==> config.mk <==
export PLATFORM = sky130hd
export DESIGN_NAME = rfpwc_state_mem
export DESIGN_NICKNAME = d
export VERILOG_FILES = /design/src/design/rfpwc_pkg.sv /design/src/design/rfpwc_state_mem.sv
export SDC_FILE = /design/constraint.sdc
export NUM_CORES = 1
export LEC_CHECK = 0
export BUFFER_PORTS_ARGS = -buffer_cell sky130_fd_sc_hd__buf_2
export CAP_MARGIN = 20
export CORE_AREA = 2 2 100 175
export CTS_BUF_LIST = sky130_fd_sc_hd__clkbuf_8
export DETAILED_ROUTE_END_ITERATION = 16
export DIE_AREA = 0 0 102 177
export PLACE_DENSITY = 0.8
export REMOVE_ABC_BUFFERS = 1
export SLEW_MARGIN = 20
export SYNTH_ARGS = -nofsm -noshare
export SYNTH_HDL_FRONTEND = slang
export SYNTH_SLANG_ARGS = --single-unit
==> constraint.sdc <==
create_clock -name i_clk -period 16.1 [get_ports i_clk]
set_clock_uncertainty 0.05 [all_clocks]
set_input_delay 3.22 -clock i_clk [delete_from_list [all_inputs] [get_ports i_clk]]
set_output_delay 3.22 -clock i_clk [all_outputs]
set_load 0.01 [all_outputs]
==> src/design/rfpwc_pkg.sv <==
// Shared types and constants of the pulse width capture block.
// Used by every module of the block; depends on nothing.
package rfpwc_pkg;

    localparam int STAMP_W    = 32;
    localparam int DUR_W      = 16;
    localparam int COUNT_W    = 12;
    localparam int CHAN_W     = 2;
    localparam int EN_W       = 3;
    localparam int CFG_IDX_W  = 3;
    localparam int CFG_DATA_W = 16;

    localparam logic [DUR_W-1:0] MIN_START_RST  = 16'd2200;
    localparam logic [DUR_W-1:0] MAX_START_RST  = 16'd20000;
    localparam logic [DUR_W-1:0] MIN_PERIOD_RST = 16'd150;
    localparam logic [DUR_W-1:0] MAX_PERIOD_RST = 16'd2000;

    typedef enum logic [CFG_IDX_W-1:0] {
        CFG_MIN_START   = 3'd0,
        CFG_MAX_START   = 3'd1,
        CFG_MIN_PERIOD  = 3'd2,
        CFG_MAX_PERIOD  = 3'd3,
        CFG_CHAN_ENABLE = 3'd4
    } t_cfg_index;

    typedef enum logic {
        OP_EDGE = 1'b0,
        OP_POP  = 1'b1
    } t_op;

    typedef struct packed {
        logic [DUR_W-1:0] min_start_len;
        logic [DUR_W-1:0] max_start_len;
        logic [DUR_W-1:0] min_period_len;
        logic [DUR_W-1:0] max_period_len;
        logic [EN_W-1:0]  channel_enable;
    } t_cfg;

    // per-channel timing state, ring pointers are kept beside it
    typedef struct packed {
        logic [STAMP_W-1:0] last_stamp;
        logic               frame_active;
        logic               glitch_seen;
    } t_edge_state;

    // what the current word does to the ring
    typedef struct packed {
        logic pop_hit;
        logic push_one;
        logic push_two;
        logic first_marker;
        logic overflow;
    } t_plan;

endpackage

==> src/design/rfpwc_state_mem.sv <==
// Per-channel state memory: one write port, one registered read port.
// Entries read as zero until first written; the last write is forwarded.
// Depends on rfpwc_pkg.
module rfpwc_state_mem #(
    parameter int CHANNELS = 3,
    parameter int WIDTH    = 50,
    localparam int CW      = (CHANNELS > 1) ? $clog2(CHANNELS) : 1
) (
    input  logic             i_clk,
    input  logic             i_rst_n,
    input  logic             i_rd_en,
    input  logic [CW-1:0]    i_rd_addr,
    input  logic             i_wr_en,
    input  logic [CW-1:0]    i_wr_addr,
    input  logic [WIDTH-1:0] i_wr_data,
    output logic [WIDTH-1:0] o_rd_data
);
    import rfpwc_pkg::*;

    logic [WIDTH-1:0] mem [CHANNELS];
    logic [CHANNELS-1:0] r_written;
    logic [WIDTH-1:0] r_rd_q;
    logic [CW-1:0]    r_rd_addr;
    logic             r_rd_init;
    logic             r_last_valid;
    logic [CW-1:0]    r_last_addr;
    logic [WIDTH-1:0] r_last_data;

    always_ff @(posedge i_clk) begin
        if (i_wr_en) begin
            mem[i_wr_addr] <= i_wr_data;
        end
        if (i_rd_en) begin
            r_rd_q    <= mem[i_rd_addr];
            r_rd_addr <= i_rd_addr;
        end
        if (i_wr_en) begin
            r_last_addr <= i_wr_addr;
            r_last_data <= i_wr_data;
        end
    end

    always_ff @(posedge i_clk) begin
        if (!i_rst_n) begin
            r_written    <= '0;
            r_rd_init    <= 1'b0;
            r_last_valid <= 1'b0;
        end else begin
            if (i_wr_en) begin
                r_written[i_wr_addr] <= 1'b1;
                r_last_valid         <= 1'b1;
            end
            if (i_rd_en) begin
                r_rd_init <= r_written[i_rd_addr];
            end
        end
    end

    // the latest write to an entry is its current content
    always_comb begin
        if (r_last_valid && (r_last_addr == r_rd_addr)) begin
            o_rd_data = r_last_data;
        end else if (!r_rd_init) begin
            o_rd_data = '0;
        end else begin
            o_rd_data = r_rd_q;
        end
    end

endmodule

==> impl_metrics.tcl <==
set metrics [dict create \
    crit_fanout 50 \
    vias_per_cell 5.27 \
    layout.cells.non_filler 973 \
    core_region_area_um2 16700 \
    synth_area_per_cell_um2 16.3 \
    synth_top_area_frac 0.778 \
    finalSetupTns_ns 0 \
    start_util 0.586 \
    synth.most_common_cell "edfxtp_1" \
    endpoint_kind "primary output" \
    yosysSeqAreaShare 0.789 \
    grt_pass1_wl_um 27100 \
    yosysWarnings 0 \
    clk_pin_slew_ns 0.06 \
    clkLatencyLatePin_ns 0.49 \
    io_buffers 107 \
    drt-pass1-iter-count 4 \
    setup_viol 0 \
    io_pins 108 \
    dp_cells 914 \
    gr-usage-all-layers 0.200 \
    wl_per_cell_um 18.0 \
    ys_ff_latch 259 \
    status "complete, no violations" \
    drv_cap 0 \
    cts_root_buffer "clkbuf_8" \
    critPathArrivalTime_ns 2.69 \
    hold_violations 0 \
    yosysTopAreaCell "edfxtp_1" \
    nets 783 \
    synth_area_um2 9800 \
    hold_path_class "reg -> reg" \
    maxSlewViolCount 0 \
    required_ns 12.83 \
    fmax_mhz 168 \
    die_area_um2 18100 \
    num_rows 63 \
    tritoncts "yes" \
    globalplace.congestion 0.747 \
    reg2reg_depth 1 \
    syn_inst 602 \
    numCtsBuffers 36 \
    grt_max_degree 104 \
    fin_crit_ns 5.96 \
    htree_levels 2 \
    synth_edf_count 254 \
    period_share 0.370 \
    grt_remaining_overflow 0 \
    max-slew-margin-rel 0.337 \
    synthTopCellsByArea "edfxtp_1 78%, mux2i_1 10%, nand2_1 3.9%, o21ai_0 2.6%, inv_1 1.9%" \
    syn2layout_area_growth_pct 14.0 \
    start_kind "flop" \
    yosysUniqueCellTypes 18 \
    clk_path_buf_depth 3 \
    hpwl_um 10000 \
    ys.flop_type "edfxtp_1" \
    cts_sinks 259 \
    die_height_um 177 \
    postCtsResizedCells 0 \
    synth-async-reset-ratio 0 \
    tightest_slew_ns 0.994 \
    cts.hold.buffers_added 0 \
    ant_nets 0 \
    grt_pass1_vias 5507 \
    synth_common_cells "254 x edfxtp_1, 101 x mux2i_1, 101 x nand2_1, 50 x inv_1, 50 x o21ai_0" \
    min_path_cells 1 \
    p_leak_nw 4.66 \
    drtIter0Drc 360 \
    worst-r2r-setup-slack_ns 14.92 \
    drive_gt1_frac 0.212 \
    antenna_found_initial 1 \
    crit_type "reg -> out" \
    drt-total-wl_um 17500 \
    drc 0 \
    rsz0062_at_grt "false" \
    ir_worst_vdd_v 0.0000760 \
    p_per_area_nw_per_um2 119 \
    vias 5124 \
    cts_setup_buffers 0 \
    die_x_um 102 \
]
-- cells in the final DEF (no fill, tap or decap) --
cell       netlist  routed
o211a_1          1       1
dfxtp_4          0       1
o211ai_1         1       1
and3b_2          0       1
nand3_4          0       1
edfxtp_1       254     254
diode_2          0       1
clkbuf_8         0      37
inv_1           50      65
clkinv_2         0       2
xnor2_1          2       2
nor2_4           0       1
bufinv_16        0       1
buf_2            2     105
nand2_1        101     101
o21a_1           4       4
clkinv_1         0       3
mux2i_1        101     101
nor3b_2          0       1
nand3b_1         1       1
buf_4           10       8
dfxtp_1          5       4
o21ai_0         50      50
-- report_power, final --
part / internal [W] / total (W) / switching (W)
Combinational: 0.0000319 / 0.0000850 / 0.0000531
Sequential: 0.000786 / 0.000799 / 0.0000132
Clock: 0.000227 / 0.000446 / 0.000219
Total: 0.00104 / 0.00133 / 0.000285
-- path summary, 6_finish.rpt --
path | startpoint | end
worst min register to register | r_written[0] | r_written[0]
worst max-delay path | r_last_addr[1] | o_rd_data[24]
worst min-delay path | r_written[0] | r_written[0]
worst max register to register | r_rd_init | r_rd_init
-- stage by stage --
step	cell area (um^2)	util	hold WS [ns]	setup WS, ns	power [W]
6_report	11200	0.669	0.424	10.14	0.00133
5_1_grt	11200	0.668	0.445	9.96	0.00138
4_1_cts	11200	0.668	0.423	10.02	0.00134
3_5_place_dp	10600	0.631	0.408	10.57	0.000899
3_3_place_gp	10600	0.631	0.397	10.70	0.000892
2_1_floorplan	9650	-	0.390	8.55	0.000851
-- worst max-delay path, cell delays in order, from the launching register on --
cell and delay [ns]:
edfxtp_1 0.40, xnor2_1 0.26, nand3_4 0.79, mux2i_1 0.55
buf_2 0.20
-- area by class of cell --
class / count / area, um^2
antenna: 1 / 2.50
clock buffer: 37 / 509
clock inverter: 21 / 108
fill: 1159 / 5540
inverter: 50 / 188
multi-input combinational: 265 / 1760
sequential: 259 / 7730
tap: 227 / 284
timing repair buffer: 113 / 586
-- cells by family after synthesis --
family                 synth area share
flip-flops                        0.789
XOR/XNOR                        0.00179
buffers and inverters            0.0340
AO/OA/AOI/OAI                    0.0304
multiplexers                      0.103
AND/OR/NAND/NOR                  0.0420
-- layer usage --
layer | routed length, um | vias to the layer above | GRT usage
li1 | - | 2425 | -
met1 | 6320 | 2515 | 0.211
met2 | 9700 | 131 | 0.368
met3 | 822 | 53 | 0.0407
met4 | 665 | 0 | 0.0972
met5 | 0 | - | 0
-- sequential cells by signal, indices dropped and copies added (netlist names) --
signal,flops
r_last_valid,1
r_last_data,50
r_last_addr,2
r_rd_q,50
r_rd_init,1
r_rd_addr,2
r_written,3
mem,150
Note: power is estimated with default switching activity, not from simulation.
