<file path="src/design/rfpwc_pkg.sv">
// Shared types and constants of the pulse width capture block.
// Used by every module of the block; depends on nothing.
package rfpwc_pkg;

    localparam int STAMP_W    = 32;
    localparam int DUR_W      = 16;
    localparam int COUNT_W    = 12;
    localparam int CHAN_W     = 2;
    localparam int EN_W       = 3;
    localparam int CFG_IDX_W  = 3;
    localparam int CFG_DATA_W = 16;

    localparam logic [DUR_W-1:0] MIN_START_RST  = 16'd2200;
    localparam logic [DUR_W-1:0] MAX_START_RST  = 16'd20000;
    localparam logic [DUR_W-1:0] MIN_PERIOD_RST = 16'd150;
    localparam logic [DUR_W-1:0] MAX_PERIOD_RST = 16'd2000;

    typedef enum logic [CFG_IDX_W-1:0] {
        CFG_MIN_START   = 3'd0,
        CFG_MAX_START   = 3'd1,
        CFG_MIN_PERIOD  = 3'd2,
        CFG_MAX_PERIOD  = 3'd3,
        CFG_CHAN_ENABLE = 3'd4
    } t_cfg_index;

    typedef enum logic {
        OP_EDGE = 1'b0,
        OP_POP  = 1'b1
    } t_op;

    typedef struct packed {
        logic [DUR_W-1:0] min_start_len;
        logic [DUR_W-1:0] max_start_len;
        logic [DUR_W-1:0] min_period_len;
        logic [DUR_W-1:0] max_period_len;
        logic [EN_W-1:0]  channel_enable;
    } t_cfg;

    // per-channel timing state, ring pointers are kept beside it
    typedef struct packed {
        logic [STAMP_W-1:0] last_stamp;
        logic               frame_active;
        logic               glitch_seen;
    } t_edge_state;

    // what the current word does to the ring
    typedef struct packed {
        logic pop_hit;
        logic push_one;
        logic push_two;
        logic first_marker;
        logic overflow;
    } t_plan;

endpackage

</file>
<file path="src/design/rfpwc_update.sv">
// Edge classification and ring pointer update for one word.
// Pure logic between the state read and the write back. Depends on rfpwc_pkg.
module rfpwc_update #(
    parameter int LAST_INDEX = 255,
    parameter int CHANNELS   = 3,
    localparam int IW        = $clog2(LAST_INDEX + 1)
) (
    input  rfpwc_pkg::t_cfg                i_cfg,
    input  rfpwc_pkg::t_op                 i_op,
    input  logic [rfpwc_pkg::CHAN_W-1:0]   i_chan,
    input  logic [rfpwc_pkg::STAMP_W-1:0]  i_stamp,
    input  rfpwc_pkg::t_edge_state         i_st,
    input  logic [IW-1:0]                  i_widx,
    input  logic [IW-1:0]                  i_ridx,
    output rfpwc_pkg::t_edge_state         o_st,
    output logic [IW-1:0]                  o_widx,
    output logic [IW-1:0]                  o_ridx,
    output logic [IW-1:0]                  o_widx_second,
    output logic [rfpwc_pkg::DUR_W-1:0]    o_dur,
    output logic [rfpwc_pkg::COUNT_W-1:0]  o_count,
    output logic                           o_in_range,
    output rfpwc_pkg::t_plan               o_plan
);
    import rfpwc_pkg::*;

    localparam int PW = IW + 1;
    localparam logic [IW-1:0] LAST     = IW'(LAST_INDEX);
    localparam logic [PW-1:0] RING_LEN = PW'(LAST_INDEX + 1);

    function automatic logic [IW-1:0] next_idx(input logic [IW-1:0] idx);
        return (idx == LAST) ? '0 : idx + 1'b1;
    endfunction

    logic [EN_W:0]    en_bits;
    logic             enabled;
    logic             wrap;
    logic [DUR_W-1:0] dur;
    logic [IW-1:0]    w1, r1, w2, r2;
    logic             ovf1, ovf2;
    logic [PW-1:0]    held;

    assign o_in_range = (32'(i_chan) < CHANNELS);
    assign en_bits    = {1'b0, i_cfg.channel_enable};
    assign enabled    = o_in_range && en_bits[i_chan];
    assign wrap       = i_stamp < i_st.last_stamp;
    assign dur        = i_stamp[DUR_W-1:0] - i_st.last_stamp[DUR_W-1:0];

    // pointers after one and after two pushes
    assign w1   = next_idx(i_widx);
    assign ovf1 = (w1 == i_ridx);
    assign r1   = ovf1 ? next_idx(i_ridx) : i_ridx;
    assign w2   = next_idx(w1);
    assign ovf2 = (w2 == r1);
    assign r2   = ovf2 ? next_idx(r1) : r1;

    assign o_widx_second = w1;
    assign o_dur         = dur;

    always_comb begin
        o_st   = i_st;
        o_widx = i_widx;
        o_ridx = i_ridx;
        o_plan = '0;
        if (!o_in_range) begin
            o_plan = '0;
        end else if (i_op == OP_POP) begin
            if (i_widx != i_ridx) begin
                o_plan.pop_hit = 1'b1;
                o_ridx         = next_idx(i_ridx);
            end
        end else if (enabled) begin
            if (wrap) begin
                o_st.last_stamp   = i_stamp;
                o_st.frame_active = 1'b0;
            end else if (dur < i_cfg.min_period_len) begin
                o_st.glitch_seen = 1'b1;
            end else if (i_st.glitch_seen) begin
                o_st.glitch_seen = 1'b0;
            end else if (i_st.frame_active && (dur > i_cfg.max_period_len)) begin
                // frame stop: marker only
                o_st.frame_active   = 1'b0;
                o_plan.push_one     = 1'b1;
                o_plan.first_marker = 1'b1;
                o_plan.overflow     = ovf1;
                o_widx              = w1;
                o_ridx              = r1;
            end else if (dur > i_cfg.max_start_len) begin
                o_st.frame_active = 1'b0;
            end else begin
                o_st.last_stamp = i_stamp;
                if ((dur > i_cfg.min_start_len) && (dur < i_cfg.max_start_len)
                        && !i_st.frame_active) begin
                    // frame start: marker then duration
                    o_st.frame_active   = 1'b1;
                    o_plan.push_two     = 1'b1;
                    o_plan.first_marker = 1'b1;
                    o_plan.overflow     = ovf1 | ovf2;
                    o_widx              = w2;
                    o_ridx              = r2;
                end else begin
                    o_plan.push_one = 1'b1;
                    o_plan.overflow = ovf1;
                    o_widx          = w1;
                    o_ridx          = r1;
                end
            end
        end
    end

    assign held    = (o_widx >= o_ridx) ? PW'(o_widx) - PW'(o_ridx)
                                        : RING_LEN + PW'(o_widx) - PW'(o_ridx);
    assign o_count = o_in_range ? COUNT_W'(held) : '0;

endmodule

</file>
<file path="config.mk">
export PLATFORM = sky130hd
export DESIGN_NAME = rfpwc_update
export DESIGN_NICKNAME = d
export VERILOG_FILES = /design/src/design/rfpwc_pkg.sv /design/src/design/rfpwc_update.sv
export SDC_FILE = /design/constraint.sdc
export NUM_CORES = 1
export LEC_CHECK = 0
export BUFFER_PORTS_ARGS = -buffer_cell sky130_fd_sc_hd__clkbuf_2
export CAP_MARGIN = 30
export CORE_ASPECT_RATIO = 1.75
export CORE_MARGIN = 1
export CORE_UTILIZATION = 47
export DETAILED_ROUTE_END_ITERATION = 8
export PLACE_DENSITY_LB_ADDON = 0.12
export SYNTH_ARGS = -nofsm -noshare
export SYNTH_HDL_FRONTEND = slang
export SYNTH_SLANG_ARGS = --single-unit
export TNS_END_PERCENT = 30
</file>
<file path="constraint.sdc">
create_clock -name vclk -period 11.6
set_clock_uncertainty 0.15 [all_clocks]
set_input_delay 2.32 -clock vclk [all_inputs]
set_output_delay 2.32 -clock vclk [all_outputs]
set_load 0.02 [all_outputs]
</file>
==> flow_summary.json, run 1 <==
{
  "detail_route.drc_violations": 0,
  "routedWlPerCell_um": 21.0,
  "critical_path_required_ps": 9130,
  "critPathTopFamily": "compound AO/OA/AOI/OAI gates",
  "slew_of_the_pin_with_the_lowest_slew_margin_ps": 1140,
  "viasPerCell": 6.12,
  "fp.dieW_um": 89.3,
  "die-area_um2": 13800,
  "drive_gt1_share_pct": 34.8,
  "path_max_fanout": 4,
  "slew_headroom_pct": 22.8,
  "route.antenna.remaining_nets": 0,
  "final.setup.tns_ps": 0,
  "syn-cell-area_um2": 6260,
  "cp.arrival_ps": 8840,
  "dr.first_iter.drc_count": 460,
  "avgSynthCellArea_um2": 6.93,
  "yosys_warnings": 0,
  "synth.yosys.seq_area_share_pct": 0,
  "via_count_of_the_first_global_routing_pass": 8184,
  "synth.distinct_cells": 80,
  "setup.worst_path.end_class": "primary output",
  "detailedRoute.firstPassIterationCount": 6,
  "place.detailed.hpwl_mm": 22.7,
  "die_height_um": 155,
  "num-clock-buffers": 0,
  "global_routing_usage_summed_across_all_routing_layers_pct": 42.8,
  "n_antenna_cell": 0,
  "startpoint_type": "input port",
  "critPathKind": "in2out",
  "setup_viol": 0,
  "grt_first_pass_wirelength_mm": 44.1,
  "filler_instances": 1298,
  "mostFrequentLayoutCells": "sky130_fd_sc_hd__clkbuf_2, sky130_fd_sc_hd__inv_1, sky130_fd_sc_hd__ha_1",
  "io_buffers": 241,
  "numSequentialCells": 0,
  "worst-path-buf-inv": 9,
  "nets": 1457,
  "status": "finished, final reports clean",
  "area_growth_syn_to_layout_pct": 34.2,
  "gr_overflow_total": 0,
  "drt-total-wl_mm": 28.6,
  "critical-path-max-stage-delay_ps": 380,
  "critical-path-top-cell-by-count": "sky130_fd_sc_hd__a21o_1",
  "netlist_instances": 904,
  "drv_slew": 0,
  "timing.final.crit_share_pct": 97.5,
  "critical_path.slowest_cell": "sky130_fd_sc_hd__a221o_1",
  "timing.max_cap.violations": 0,
  "vias": 8355,
  "rows": 55,
  "placement.cell_area_um2": 8070,
  "core-area_um2": 12900,
  "layout_commonest_cell": "sky130_fd_sc_hd__clkbuf_2",
  "holdCritPathClass": "in2out",
  "power.density_nw_per_um2": 69.6,
  "vdd.ir_drop.worst_mv": 0.0407,
  "fmax_mhz": 88.4,
  "post-route-cell-area_um2": 8410,
  "register_area_um2": 0,
  "top_level_port_count": 244,
  "total_count_of_hold_check_failures_in_the_final_report": 0,
  "power.static_leakage_nw": 4.39,
  "fin_crit_ps": 11310,
  "antenna_found_initial": 0,
  "grt_max_degree": 33,
  "initial_core_util_pct": 48.4,
  "globalplace.congestion": 0.988
}
worst min-delay path, stage by stage:
cell	delay, ps
sky130_fd_sc_hd__clkbuf_2	80
sky130_fd_sc_hd__mux2_2	130
sky130_fd_sc_hd__clkbuf_2	150
stage by stage:
stage	hold slack [ps]	cells	util (%)	worst slack, ps	power [mW]
after floorplan	4680	906	-	74.3	0.340
after global placement	4860	1352	62.4	-14.5	0.536
final	4860	1365	65.0	292	0.586
after CTS	4860	1353	62.6	21.2	0.542
after global routing	4870	1365	65.0	-230	0.638
after detailed placement	4860	1352	62.4	-162	0.537
final timing paths:
path / start / cells past startpoint / endpoint
hold / removal: i_st[4] / 3 / o_st[4]
setup / recovery: i_stamp[0] / 37 / o_count[8]
cells in the mapped netlist, drive strengths merged, types with 13 or more instances:
cell type | number | area [µm²]
nand3 | 28 | 145
nor3 | 20 | 100
nor2 | 53 | 199
nor2b | 13 | 81.3
a21o | 25 | 188
clkbuf | 22 | 82.6
nand4 | 24 | 156
mux2 | 33 | 372
nand2 | 54 | 205
o21a | 13 | 97.6
and2 | 17 | 106
buf | 14 | 90.1
inv | 127 | 477
a21oi | 58 | 290
ha | 107 | 1340
xnor2 | 23 | 201
o21ai | 49 | 245
routing by layer:
metal / track usage (%) / routed length [µm] / up-vias
met5: 0 / 0 / -
met3: 19.7 / 2840 / 155
li1: - / - / 3930
met1: 39.6 / 9020 / 3879
met2: 69.0 / 13700 / 391
met4: 36.8 / 3050 / 0
power breakdown:
| part | internal [mW] | switching, mW |
|---|---|---|
| Clock | 0 | 0 |
| Sequential | 0 | 0 |
| Combinational | 0.246 | 0.339 |
cells by family (layout without fill, tap and decap cells):
family | count (synthesis) | after routing | share of synthesized area (%)
AO/OA/AOI/OAI | 279 | 279 | 31.3
XOR/XNOR | 37 | 37 | 5.85
adder cells (fa/ha/maj) | 109 | 109 | 22.0
buffers and inverters | 163 | 451 | 10.4
multiplexers | 38 | 38 | 6.73
other | 1 | 3 | 0.0599
AND/OR/NAND/NOR | 277 | 277 | 23.7
what timing repair did:
action | 4_1_cts | 5_1_grt
setup endpoints to repair | 2 | 6
hold buffers | 0 | 0
resized for setup | 6 | 52
buffers inserted | 1 | 10
pin swaps | 2 | 29
cell type report:
cell class / instances / area, µm² / share of cell area [%]
well taps: 171 / 214 / 2.55
repair buffers: 324 / 1840 / 21.9
multi-input cells: 743 / 5870 / 69.8
inverters: 127 / 477 / 5.67
(Power assumes the default switching activity.)
==> run 2, diff against run 1 <==
--- a/config.mk
+++ b/config.mk
@@ -9,7 +9,7 @@
 export CAP_MARGIN = 30
 export CORE_ASPECT_RATIO = 1.75
 export CORE_MARGIN = 1
-export CORE_UTILIZATION = 47
+export CORE_UTILIZATION = 40
 export DETAILED_ROUTE_END_ITERATION = 8
 export PLACE_DENSITY_LB_ADDON = 0.12
 export SYNTH_ARGS = -nofsm -noshare
==> run 2 against run 1 <==
Against the previous run: first-iteration DRC count is 24% lower; cell area is 1.1% lower; final cell count is 0.81% higher; worst setup slack better by 83 ps; sequential share of layout area stayed put; via count is 2.3% lower; non-clock buffer count is 4 lower; critical path depth stayed put; critical endpoint unchanged; largest power group unchanged.
==> flow_summary.json, run 2 (same netlist as run 1, synthesis figures left out) <==
{
  "die_height_um": 168,
  "holdCritPathClass": "in2out",
  "via_count_of_the_first_global_routing_pass": 7934,
  "post-place-ws_ps": -226,
  "rows": 60,
  "vias": 8159,
  "power.static_leakage_nw": 4.35,
  "detail_route.drc_violations": 0,
  "critPathKind": "in2out",
  "gr_overflow_total": 0,
  "placement.cell_area_um2": 8090,
  "setup_viol": 0,
  "total_count_of_hold_check_failures_in_the_final_report": 0,
  "detailedRoute.firstPassIterationCount": 7,
  "worst-path-buf-inv": 6,
  "initial_core_util_pct": 40.9,
  "layout_commonest_cell": "sky130_fd_sc_hd__clkbuf_2",
  "finalWorstSetupSlack_ps": 375,
  "area_growth_syn_to_layout_pct": 32.8,
  "drt-total-wl_mm": 26.4,
  "slew_headroom_pct": 48.7,
  "fin_hold_ws_ps": 4850,
  "fp.dieW_um": 96.6,
  "global_routing_usage_summed_across_all_routing_layers_pct": 32.3,
  "place.detailed.hpwl_mm": 21.8,
  "setup.worst_path.end_class": "primary output",
  "antenna_found_initial": 0,
  "n_antenna_cell": 0,
  "timing.final.crit_share_pct": 96.8,
  "io_buffers": 241,
  "critical-path-max-stage-delay_ps": 530,
  "vdd.ir_drop.worst_mv": 0.0357,
  "critPathTopFamily": "compound AO/OA/AOI/OAI gates",
  "status": "finished, final reports clean",
  "num-clock-buffers": 0,
  "timing.max_cap.violations": 0,
  "die-area_um2": 16200,
  "numSequentialCells": 0,
  "power.density_nw_per_um2": 68.4,
  "timing.hold.worst_path_depth": 3,
  "core-area_um2": 15300,
  "grt_max_degree": 33,
  "register_area_um2": 0,
  "cp.arrival_ps": 8760,
  "post-route-cell-area_um2": 8320,
  "drive_gt1_share_pct": 34.4,
  "critical_path_depth": 37,
  "drv_slew": 0,
  "route.antenna.remaining_nets": 0,
  "globalplace.congestion": 0.994,
  "dr.first_iter.drc_count": 350,
  "viasPerCell": 5.93,
  "top_level_port_count": 244,
  "critical_path_required_ps": 9130,
  "slew_of_the_pin_with_the_lowest_slew_margin_ps": 769,
  "nets": 1453,
  "mostFrequentLayoutCells": "sky130_fd_sc_hd__clkbuf_2, sky130_fd_sc_hd__inv_1, sky130_fd_sc_hd__ha_1",
  "fin_crit_ps": 11230,
  "critical_path.slowest_cell": "sky130_fd_sc_hd__or4_1",
  "filler_instances": 1647,
  "grt_first_pass_wirelength_mm": 40.1,
  "fmax_mhz": 89.1,
  "path_max_fanout": 4,
  "startpoint_type": "input port",
  "routedWlPerCell_um": 19.2
}
run 2: changes by cell type in the layout (fill, tap and decap cells not counted), moves of 2 or more:
cell	delta
sky130_fd_sc_hd__a21oi_1	+2
sky130_fd_sc_hd__a21oi_2	-2
sky130_fd_sc_hd__buf_4	-2
sky130_fd_sc_hd__inv_1	-3
sky130_fd_sc_hd__inv_2	+3
run 2: final timing paths:
path | from | end | slack, ps
worst min-delay path | i_stamp[0] | o_st[2] | 4850
worst max-delay path | i_stamp[0] | o_count[8] | 370
run 2: power by group:
group          switching, mW  leakage [nW]  internal (mW)
sequential                 0             0              0
combinational          0.327          4.35          0.242
clock                      0             0              0
run 2: per-layer routing:
metal | share of wire [%] | track usage (%)
met5 | 0 | 0
met4 | 8.4 | 23.0
met3 | 8.0 | 9.31
met2 | 50 | 56.5
met1 | 33 | 31.2
run 2: tightest hold or removal path, cell delays in order:
cell,delay [ps]
sky130_fd_sc_hd__buf_6,70
sky130_fd_sc_hd__mux2_2,130
sky130_fd_sc_hd__clkbuf_2,160
run 2: through the flow:
stage               total power, mW  util [%]  TNS [ps]  instances
floorplan                     0.340         -         0        906
global placement              0.540      52.8      -207       1367
detailed placement            0.540      52.8      -292       1367
CTS                           0.546      53.1         0       1369
global route                  0.622      54.3     -40.1       1376
finish                        0.569      54.3         0       1376
run 2: layout make-up:
type	count	area (µm²)	share of cell area [%]
Tap cell	186	233	2.80
Timing Repair Buffer	320	1810	21.8
Multi-Input combinational cell	743	5800	69.7
Inverter	127	477	5.73
run 2: timing repair:
action / in CTS / in global routing
endpoints found under the setup margin: 3 / 5
gates resized for setup: 6 / 44
setup buffers: 2 / 6
cloned: 0 / 0
hold buffers: 0 / 0
pin swaps: 2 / 34
